$ cat config.mk
export PLATFORM = sky130hd
export DESIGN_NAME = lift_sequence_controller
export DESIGN_NICKNAME = d
export VERILOG_FILES = /design/src/sv/lsc_pkg.sv /design/src/sv/lsc_cfg.sv /design/src/sv/lsc_core.sv /design/src/sv/lift_sequence_controller.sv
export SDC_FILE = /design/constraint.sdc
export NUM_CORES = 1
export LEC_CHECK = 0
export ABC_AREA = 1
export BUFFER_PORTS_ARGS = -buffer_cell sky130_fd_sc_hd__buf_2
export CAP_MARGIN = 20
export CORE_ASPECT_RATIO = 0.75
export CORE_MARGIN = 4
export CORE_UTILIZATION = 60
export CTS_CLUSTER_DIAMETER = 80
export DETAILED_ROUTE_END_ITERATION = 10
export PLACE_DENSITY = 0.87
export SETUP_SLACK_MARGIN = 0.15
export SLEW_MARGIN = 10
export SYNTH_ARGS = -nofsm -noshare
export SYNTH_HDL_FRONTEND = slang
export SYNTH_SLANG_ARGS = --single-unit
export TNS_END_PERCENT = 10
$ cat constraint.sdc
create_clock -name clk -period 11.64 [get_ports clk]
set_clock_uncertainty 0.05 [all_clocks]
set_input_delay 0.582 -clock clk [delete_from_list [all_inputs] [get_ports clk]]
set_output_delay 0.582 -clock clk [all_outputs]
set_load 0.02 [all_outputs]
$ cat src/sv/lsc_pkg.sv
// ---------------------------------------------------------------------------
// lsc_pkg
// Shared types, codes and drive helpers of the lift sequence controller.
// ---------------------------------------------------------------------------
package lsc_pkg;

    localparam int S_DATA_W = 40;
    localparam int M_DATA_W = 32;
    localparam int CFG_ADDR_W = 3;
    localparam int CFG_DATA_W = 15;

    // register indexes of the configuration port
    localparam logic [CFG_ADDR_W-1:0] CFG_DRIVE_DEADZONE      = 3'd0;
    localparam logic [CFG_ADDR_W-1:0] CFG_BIN_DEADZONE        = 3'd1;
    localparam logic [CFG_ADDR_W-1:0] CFG_ENCODER_SLACK       = 3'd2;
    localparam logic [CFG_ADDR_W-1:0] CFG_RAISE_TARGET        = 3'd3;
    localparam logic [CFG_ADDR_W-1:0] CFG_FORKLIFT_OPEN_BELOW = 3'd4;
    localparam logic [CFG_ADDR_W-1:0] CFG_BOTTOM_WINDOW       = 3'd5;

    // Q2.14 drive levels
    localparam logic signed [15:0] Q_ONE         = 16'sd16384;
    localparam logic signed [15:0] Q_LOWER_STACK = -16'sd9830;
    localparam logic signed [15:0] Q_RAISE_BIN   = 16'sd13107;
    localparam logic signed [15:0] Q_LOWER_BIN   = -16'sd13107;

    typedef enum logic [1:0] {
        STACK_RAISE = 2'd0,
        STACK_LOWER = 2'd1,
        STACK_DONE  = 2'd2
    } stack_step_t;

    typedef enum logic [1:0] {
        BIN_RAISE = 2'd0,
        BIN_CLOSE = 2'd1,
        BIN_LOWER = 2'd2,
        BIN_DONE  = 2'd3
    } bin_step_t;

    typedef enum logic [1:0] {
        HUG_NONE  = 2'd0,
        HUG_OPEN  = 2'd1,
        HUG_CLOSE = 2'd2
    } hugger_t;

    typedef struct packed {
        logic [14:0] drive_deadzone;
        logic [14:0] bin_deadzone;
        logic [9:0]  encoder_slack;
        logic [14:0] raise_target;
        logic [14:0] forklift_open_below;
        logic [9:0]  bottom_window;
    } cfg_t;

    typedef struct packed {
        logic signed [15:0] manual_cmd;
        logic               stack_start;
        logic               bin_start;
        logic               top_pressed;
        logic               bottom_pressed;
        logic signed [15:0] encoder_count;
    } in_item_t;

    typedef struct packed {
        logic signed [15:0] lift_drive;
        logic               encoder_clear;
        logic               forklift_open_pulse;
        hugger_t            hugger_cmd;
        logic               forklift_is_open;
        logic               stack_active;
        logic [1:0]         stack_phase;
        logic               bin_active;
        logic [1:0]         bin_phase;
    } result_t;

    // true when v lies outside +/- dz
    function automatic logic beyond(input logic signed [15:0] v, input logic [14:0] dz);
        logic signed [16:0] vx;
        logic signed [16:0] pos;
        vx  = $signed({v[15], v});
        pos = $signed({2'b00, dz});
        return (vx > pos) || (vx < -pos);
    endfunction

    // limit-switch gate on a drive request
    function automatic logic signed [15:0] gate_drive(
        input logic signed [15:0] v,
        input logic [14:0]        dz,
        input logic               top,
        input logic               bot
    );
        logic signed [16:0] vx;
        logic signed [16:0] pos;
        logic               pass;
        vx  = $signed({v[15], v});
        pos = $signed({2'b00, dz});
        if (top)
            pass = vx < -pos;
        else if (bot)
            pass = vx > pos;
        else
            pass = (vx > pos) || (vx < -pos);
        return pass ? v : 16'sd0;
    endfunction

endpackage

$ cat src/sv/lsc_cfg.sv
// ---------------------------------------------------------------------------
// lsc_cfg
// Configuration register file, written through a plain write port.
// ---------------------------------------------------------------------------
module lsc_cfg
    import lsc_pkg::*;
(
    input  logic                  clk,
    input  logic                  rst_n,
    input  logic                  cfg_we,
    input  logic [CFG_ADDR_W-1:0] cfg_addr,
    input  logic [CFG_DATA_W-1:0] cfg_data,
    output cfg_t                  cfg
);

    cfg_t cfg_reg;
    cfg_t cfg_next;

    always_comb
    begin
        cfg_next = cfg_reg;
        if (cfg_we)
        begin
            case (cfg_addr)
                CFG_DRIVE_DEADZONE:      cfg_next.drive_deadzone      = cfg_data;
                CFG_BIN_DEADZONE:        cfg_next.bin_deadzone        = cfg_data;
                CFG_ENCODER_SLACK:       cfg_next.encoder_slack       = cfg_data[9:0];
                CFG_RAISE_TARGET:        cfg_next.raise_target        = cfg_data;
                CFG_FORKLIFT_OPEN_BELOW: cfg_next.forklift_open_below = cfg_data;
                CFG_BOTTOM_WINDOW:       cfg_next.bottom_window       = cfg_data[9:0];
                default:                 cfg_next = cfg_reg;
            endcase
        end
    end

    always_ff @(posedge clk or negedge rst_n)
    begin
        if (!rst_n)
        begin
            cfg_reg.drive_deadzone      <= 15'd1638;
            cfg_reg.bin_deadzone        <= 15'd1638;
            cfg_reg.encoder_slack       <= 10'd25;
            cfg_reg.raise_target        <= 15'd3275;
            cfg_reg.forklift_open_below <= 15'd2500;
            cfg_reg.bottom_window       <= 10'd20;
        end
        else
        begin
            cfg_reg <= cfg_next;
        end
    end

    assign cfg = cfg_reg;

endmodule

$ cat src/sv/lsc_core.sv
// ---------------------------------------------------------------------------
// lsc_core
// Sequence state and the per-tick drive, switch and step logic.
// ---------------------------------------------------------------------------
module lsc_core
    import lsc_pkg::*;
(
    input  logic     clk,
    input  logic     rst_n,
    input  logic     advance,
    input  cfg_t     cfg,
    input  in_item_t item,
    output result_t  result
);

    logic               stack_run_reg, stack_run_next;
    stack_step_t        stack_step_reg, stack_step_next;
    logic               bin_run_reg, bin_run_next;
    bin_step_t          bin_step_reg, bin_step_next;
    logic               fork_reg, fork_next;
    logic signed [15:0] drive_reg, drive_next;

    logic               top;
    logic               bot;
    logic signed [15:0] man;
    logic signed [15:0] enc_eff;
    logic signed [16:0] enc_x;
    logic signed [16:0] raise_thr;
    logic signed [16:0] fork_thr;
    logic signed [16:0] win_thr;
    logic               gated;
    logic               pulse;
    hugger_t            hug;

    assign top = item.top_pressed;
    assign bot = item.bottom_pressed;
    assign man = item.manual_cmd;

    // with the bottom switch pressed and the top one not, the count seen later in the tick is zero
    assign enc_eff   = (bot && !top) ? 16'sd0 : item.encoder_count;
    assign enc_x     = $signed({enc_eff[15], enc_eff});
    assign raise_thr = $signed({2'b00, cfg.raise_target}) - $signed({7'b0, cfg.encoder_slack});
    assign fork_thr  = $signed({2'b00, cfg.forklift_open_below});
    assign win_thr   = $signed({7'b0, cfg.bottom_window});

    always_comb
    begin
        stack_run_next  = stack_run_reg;
        stack_step_next = stack_step_reg;
        bin_run_next    = bin_run_reg;
        bin_step_next   = bin_step_reg;
        fork_next       = fork_reg;
        drive_next      = drive_reg;
        gated           = 1'b0;
        pulse           = 1'b0;
        hug             = HUG_NONE;

        if (item.stack_start && !bin_run_reg)
            stack_run_next = 1'b1;
        else if (item.bin_start && !stack_run_reg)
            bin_run_next = 1'b1;

        if (stack_run_next)
        begin
            if (stack_step_next == STACK_RAISE)
            begin
                drive_next = gate_drive(Q_ONE, cfg.drive_deadzone, top, bot);
                gated      = 1'b1;
                if (enc_x > raise_thr)
                    stack_step_next = STACK_LOWER;
            end
            if (stack_step_next == STACK_LOWER)
            begin
                drive_next = gate_drive(Q_LOWER_STACK, cfg.drive_deadzone, top, bot);
                gated      = 1'b1;
                if (enc_x < fork_thr)
                begin
                    pulse     = 1'b1;
                    fork_next = 1'b1;
                end
                if (!enc_eff[15] && (enc_x < win_thr))
                begin
                    stack_step_next = STACK_DONE;
                    drive_next      = 16'sd0;
                end
            end
            if (stack_step_next == STACK_DONE)
                stack_run_next = 1'b0;
            // manual override
            if (beyond(man, cfg.drive_deadzone))
            begin
                drive_next     = gate_drive(man, cfg.drive_deadzone, top, bot);
                gated          = 1'b1;
                stack_run_next = 1'b0;
            end
        end
        else if (bin_run_next)
        begin
            if (bin_step_next == BIN_RAISE)
            begin
                hug        = HUG_OPEN;
                drive_next = gate_drive(Q_RAISE_BIN, cfg.drive_deadzone, top, bot);
                gated      = 1'b1;
                if (top)
                    bin_step_next = BIN_CLOSE;
            end
            if (bin_step_next == BIN_CLOSE)
            begin
                drive_next    = 16'sd0;
                gated         = 1'b1;
                hug           = HUG_CLOSE;
                bin_step_next = BIN_LOWER;
            end
            if (bin_step_next == BIN_LOWER)
            begin
                drive_next = gate_drive(Q_LOWER_BIN, cfg.drive_deadzone, top, bot);
                gated      = 1'b1;
                if (bot)
                    bin_step_next = BIN_DONE;
            end
            if (bin_step_next == BIN_DONE)
                bin_run_next = 1'b0;
            if (beyond(man, cfg.bin_deadzone))
                bin_run_next = 1'b0;
        end
        else
        begin
            drive_next      = gate_drive(man, cfg.drive_deadzone, top, bot);
            gated           = 1'b1;
            stack_step_next = STACK_RAISE;
            bin_step_next   = BIN_RAISE;
        end
    end

    always_ff @(posedge clk or negedge rst_n)
    begin
        if (!rst_n)
        begin
            stack_run_reg  <= 1'b0;
            stack_step_reg <= STACK_RAISE;
            bin_run_reg    <= 1'b0;
            bin_step_reg   <= BIN_RAISE;
            fork_reg       <= 1'b0;
            drive_reg      <= 16'sd0;
        end
        else if (advance)
        begin
            stack_run_reg  <= stack_run_next;
            stack_step_reg <= stack_step_next;
            bin_run_reg    <= bin_run_next;
            bin_step_reg   <= bin_step_next;
            fork_reg       <= fork_next;
            drive_reg      <= drive_next;
        end
    end

    always_comb
    begin
        result.lift_drive          = drive_next;
        result.encoder_clear       = gated && bot && !top;
        result.forklift_open_pulse = pulse;
        result.hugger_cmd          = hug;
        result.forklift_is_open    = fork_next;
        result.stack_active        = stack_run_next;
        result.stack_phase         = stack_step_next;
        result.bin_active          = bin_run_next;
        result.bin_phase           = bin_step_next;
    end

endmodule

$ cat src/sv/lift_sequence_controller.sv
// ---------------------------------------------------------------------------
// lift_sequence_controller
// Lift drive gate with stack and bin sequences, one result word per tick.
// ---------------------------------------------------------------------------
// usage:
//   s_* carries one control tick per word (manual command, start requests,
//   limit switches, encoder count). m_* returns one result word per tick
//   (lift drive, encoder clear, forklift and hugger commands, sequence state).
//   cfg_we/cfg_addr/cfg_data write the six setup registers; write them only
//   while no tick is in flight.
// path: a word accepted on s_* passes the input register, then the result
//   register, and is presented on m_*.
// throughput: one word per cycle when not stalled; the tick logic is a single
//   compare and select pass between the two registers, and the sequence
//   state updates once per word as it moves into the result register.
// reset: both registers empty, both sequences idle at their first step,
//   forklift flag and held drive cleared, setup registers at their defaults.
// stall: while m_tready is low the result word holds; the input register
//   still takes one more word, then s_tready drops until the result drains.
// ---------------------------------------------------------------------------
module lift_sequence_controller
    import lsc_pkg::*;
(
    input  logic                  clk,
    input  logic                  rst_n,
    input  logic                  s_tvalid,
    output logic                  s_tready,
    // manual_cmd[15:0], stack_start[16], bin_start[17], top_pressed[18],
    // bottom_pressed[19], encoder_count[35:20], zero pad[39:36]
    input  logic [S_DATA_W-1:0]   s_tdata,
    output logic                  m_tvalid,
    input  logic                  m_tready,
    // lift_drive[15:0], encoder_clear[16], forklift_open_pulse[17],
    // hugger_cmd[19:18], forklift_is_open[20], stack_active[21],
    // stack_phase[23:22], bin_active[24], bin_phase[26:25], zero pad[31:27]
    output logic [M_DATA_W-1:0]   m_tdata,
    input  logic                  cfg_we,
    input  logic [CFG_ADDR_W-1:0] cfg_addr,
    input  logic [CFG_DATA_W-1:0] cfg_data
);

    cfg_t     cfg;
    in_item_t in_data_reg, in_data_next;
    logic     in_valid_reg, in_valid_next;
    result_t  out_data_reg, out_data_next;
    logic     out_valid_reg, out_valid_next;
    result_t  result;
    logic     advance;
    logic     s_fire;

    assign advance  = in_valid_reg && (!out_valid_reg || m_tready);
    assign s_tready = !in_valid_reg || advance;
    assign s_fire   = s_tvalid && s_tready;

    lsc_cfg u_cfg (
        .clk      (clk),
        .rst_n    (rst_n),
        .cfg_we   (cfg_we),
        .cfg_addr (cfg_addr),
        .cfg_data (cfg_data),
        .cfg      (cfg)
    );

    lsc_core u_core (
        .clk     (clk),
        .rst_n   (rst_n),
        .advance (advance),
        .cfg     (cfg),
        .item    (in_data_reg),
        .result  (result)
    );

    always_comb
    begin
        in_valid_next = in_valid_reg;
        in_data_next  = in_data_reg;
        if (s_fire)
        begin
            in_valid_next               = 1'b1;
            in_data_next.manual_cmd     = $signed(s_tdata[15:0]);
            in_data_next.stack_start    = s_tdata[16];
            in_data_next.bin_start      = s_tdata[17];
            in_data_next.top_pressed    = s_tdata[18];
            in_data_next.bottom_pressed = s_tdata[19];
            in_data_next.encoder_count  = $signed(s_tdata[35:20]);
        end
        else if (advance)
        begin
            in_valid_next = 1'b0;
        end

        out_valid_next = out_valid_reg;
        out_data_next  = out_data_reg;
        if (advance)
        begin
            out_valid_next = 1'b1;
            out_data_next  = result;
        end
        else if (m_tready)
        begin
            out_valid_next = 1'b0;
        end
    end

    always_ff @(posedge clk or negedge rst_n)
    begin
        if (!rst_n)
        begin
            in_valid_reg  <= 1'b0;
            out_valid_reg <= 1'b0;
        end
        else
        begin
            in_valid_reg  <= in_valid_next;
            out_valid_reg <= out_valid_next;
        end
    end

    // payload registers, no reset
    always_ff @(posedge clk)
    begin
        in_data_reg  <= in_data_next;
        out_data_reg <= out_data_next;
    end

    assign m_tvalid = out_valid_reg;
    assign m_tdata  = {5'b0,
                       out_data_reg.bin_phase,
                       out_data_reg.bin_active,
                       out_data_reg.stack_phase,
                       out_data_reg.stack_active,
                       out_data_reg.forklift_is_open,
                       out_data_reg.hugger_cmd,
                       out_data_reg.forklift_open_pulse,
                       out_data_reg.encoder_clear,
                       out_data_reg.lift_drive};

endmodule

==> metrics.txt <==
largest area contributor in the netlist=dfrtp_1; worst hold margin=0.181 ns; power density over the cells=192 nW/um2; CTS tree=done; relative slew slack=30.3%; Fin Setup TNS=0 ns; Crit path max-delay family=simple AND/OR/NAND/NOR gates; Final ANT Viol Nets=0; P_leak=6.17 nW; final WL=27,600 um; cts repair resizes=0; DP Worst Slack=7.20 ns; IO Port Bufs=87; Antenna Cells=0; largest net degree at the start of global routing=61; die area=20,300 um2; fraction of registers with async set/reset=62.5%; Vias=9,499; die height=124 um; wire per inst=16.6 um; VDD IR max=0.0849 mV; first-pass GRT wire length=45,300 um; Cell Area, Synth=10,800 um2; FMAX=219 MHz; H-Tree Depth=4; Post-synth top cells=361 x nand2_1, 186 x inv_1, 113 x ha_1, 111 x o21ai_0, 89 x nor2_1; starting DRC count in detailed routing=1,095; Post-synth EDFFs=63; clock buffer depth=2; initial antenna violation count=0; Yosys cell types=53; Slew Viols, Final=0; GP Congestion=0.953; final hold violation count=0; Syn Area/Cell=8.18 um2; grt ovf=0; worst path required time=11.96 ns; max-cap viol count=0; Worst-path clk slew=0.07 ns; Num CTS Buffers=17; critical path data arrival time=4.89 ns; Gate Count Post-Synth=1,323; worst-path maximum fanout=10; root buffer cell=clkbuf_16; Main synth FF type=dfrtp_1; layout cell share with drive strength beyond 1=14.4%; drt first pass iters=8; Synth area leaders=dfrtp_1 18%, edfxtp_1 17%, ha_1 13%, nand2_1 13%, dfstp_2 7.0%; initial core utilization=61.3%; outcome=finished clean; vias per cell=5.71; area of the core=17,700 um2; # Post-CTS Setup Buffers=0; yosys warns=0; most numerous cell in the Yosys netlist=nand2_1; IO Pins=97; FF+latch count, synth=168; All-Layer GR Usage=27.8%; CP Capture Type=flip-flop; dpl hpwl=20,400 um; latest clock arrival within the worst-skew pair=0.45 ns; clk sinks=168; Site Rows=42; Tcrit/Tclk final=39.2%; Hold Crit Class=input port to asynchronous set/reset pin; Largest register FFs=80; Critical-path top delay cell=dfrtp_1; reg-to-reg setup timing slack=7.08 ns; minimum clock period=4.56 ns; Final #Nets=1,585; RSZ-0062 raised after global routing=no; sequential area share after synthesis=42.1%; Crit Path Category=flip-flop to flip-flop; final setup vio count=0; CP max stage delay=0.40 ns; Layout area overhead=11.2%; cts hold-fix bufs=0; type of origin of the critical path=flip-flop; final worst slack=7.08 ns; area share of the largest cell type after synthesis=17.6%; Die Wd=163 um; CP bufs+invs=1; Slew @ Worst Pin=1.04 ns; Most common cell on crit path=nand2_1; DRC Markers=0; critical path, cell by cell=ha_1, a21o_1, a31oi_1, o21ai_0, a21oi_1, o21ai_0, nand2_1, nand3_1, or3_1, ha_1, nand2_1, nor2_1, nand2_1, inv_1, nand2_1, nand3_1, nand3_1, nand2_1, nand2_1, nor2_1, nand4_4, nand3_2, nand2_1, nand2_1; vias in the first global route=9,210
==> layout by cell type, fill, tap and decap left out, types with 17 or more instances in the layout <==
master / n
inv_1: 186
a21oi_1: 54
xor2_1: 23
o21ai_0: 111
nand3_1: 49
ha_1: 113
nand4_1: 20
dfstp_2: 29
nand2_1: 361
nor2_1: 89
dfrtp_1: 76
clkbuf_16: 17
buf_2: 86
edfxtp_1: 63
==> where the power goes <==
group | leakage [nW] | switching (W) | internal, W
Clock | 0.270 | 0.000242 | 0.000318
Sequential | 1.88 | 0.0000963 | 0.000767
Combinational | 4.02 | 0.000581 | 0.000311
Total | 6.17 | 0.000919 | 0.00140
==> cells by family after synthesis <==
kind of cell | after synthesis | share of synthesized area [%]
flops | 168 | 42.1
fa+ha+maj | 114 | 13.2
xor+xnor | 28 | 2.26
buf+inv | 222 | 7.90
simple gates | 582 | 23.7
other cells | 1 | 0.0346
compound gates | 208 | 10.8
==> area by class of cell <==
type                    instances  area (um2)
inverters                     193         724
fillers                      1403        5610
repair buffers                 91         468
well taps                     242         303
multi-input cells             937        5430
clock inverters                10         119
flip-flops and latches        168        4560
clock buffers                  22         444
==> final timing paths <==
path	end	from	cells after the start
setup / recovery	u_core.drive_reg[1]	u_cfg.cfg[27]	24
min in group clk	in_data_reg[14]	s_tdata[34]	1
setup reg to reg	u_core.drive_reg[1]	u_cfg.cfg[27]	24
hold reg to reg	u_cfg.cfg[5]	u_cfg.cfg[5]	2
hold / removal	u_cfg.cfg[19]	rst_n	1
max in group asynchronous	u_cfg.cfg[52]	rst_n	2
==> per-layer routing <==
metal | vias to the layer above | GRT usage [%] | share of wire (%)
met1 | 4420 | 38.2 | 42
met3 | 85 | 6.78 | 9.7
met4 | 0 | 10.0 | 2.6
met5 | - | 0 | 0
met2 | 505 | 43.3 | 45
li1 | 4489 | - | -
==> per-stage QoR <==
step / util, % / area (um2) / power (W) / cells
after floorplan: - / 10800 / 0.00149 / 1327
after global placement: 65.0 / 11500 / 0.00168 / 1631
after detailed placement: 65.0 / 11500 / 0.00174 / 1631
after CTS: 68.2 / 12000 / 0.00230 / 1663
after global routing: 68.2 / 12000 / 0.00247 / 1663
final: 68.2 / 12000 / 0.00231 / 1663
No activity file was read; power rests on OpenSTA's default activity.
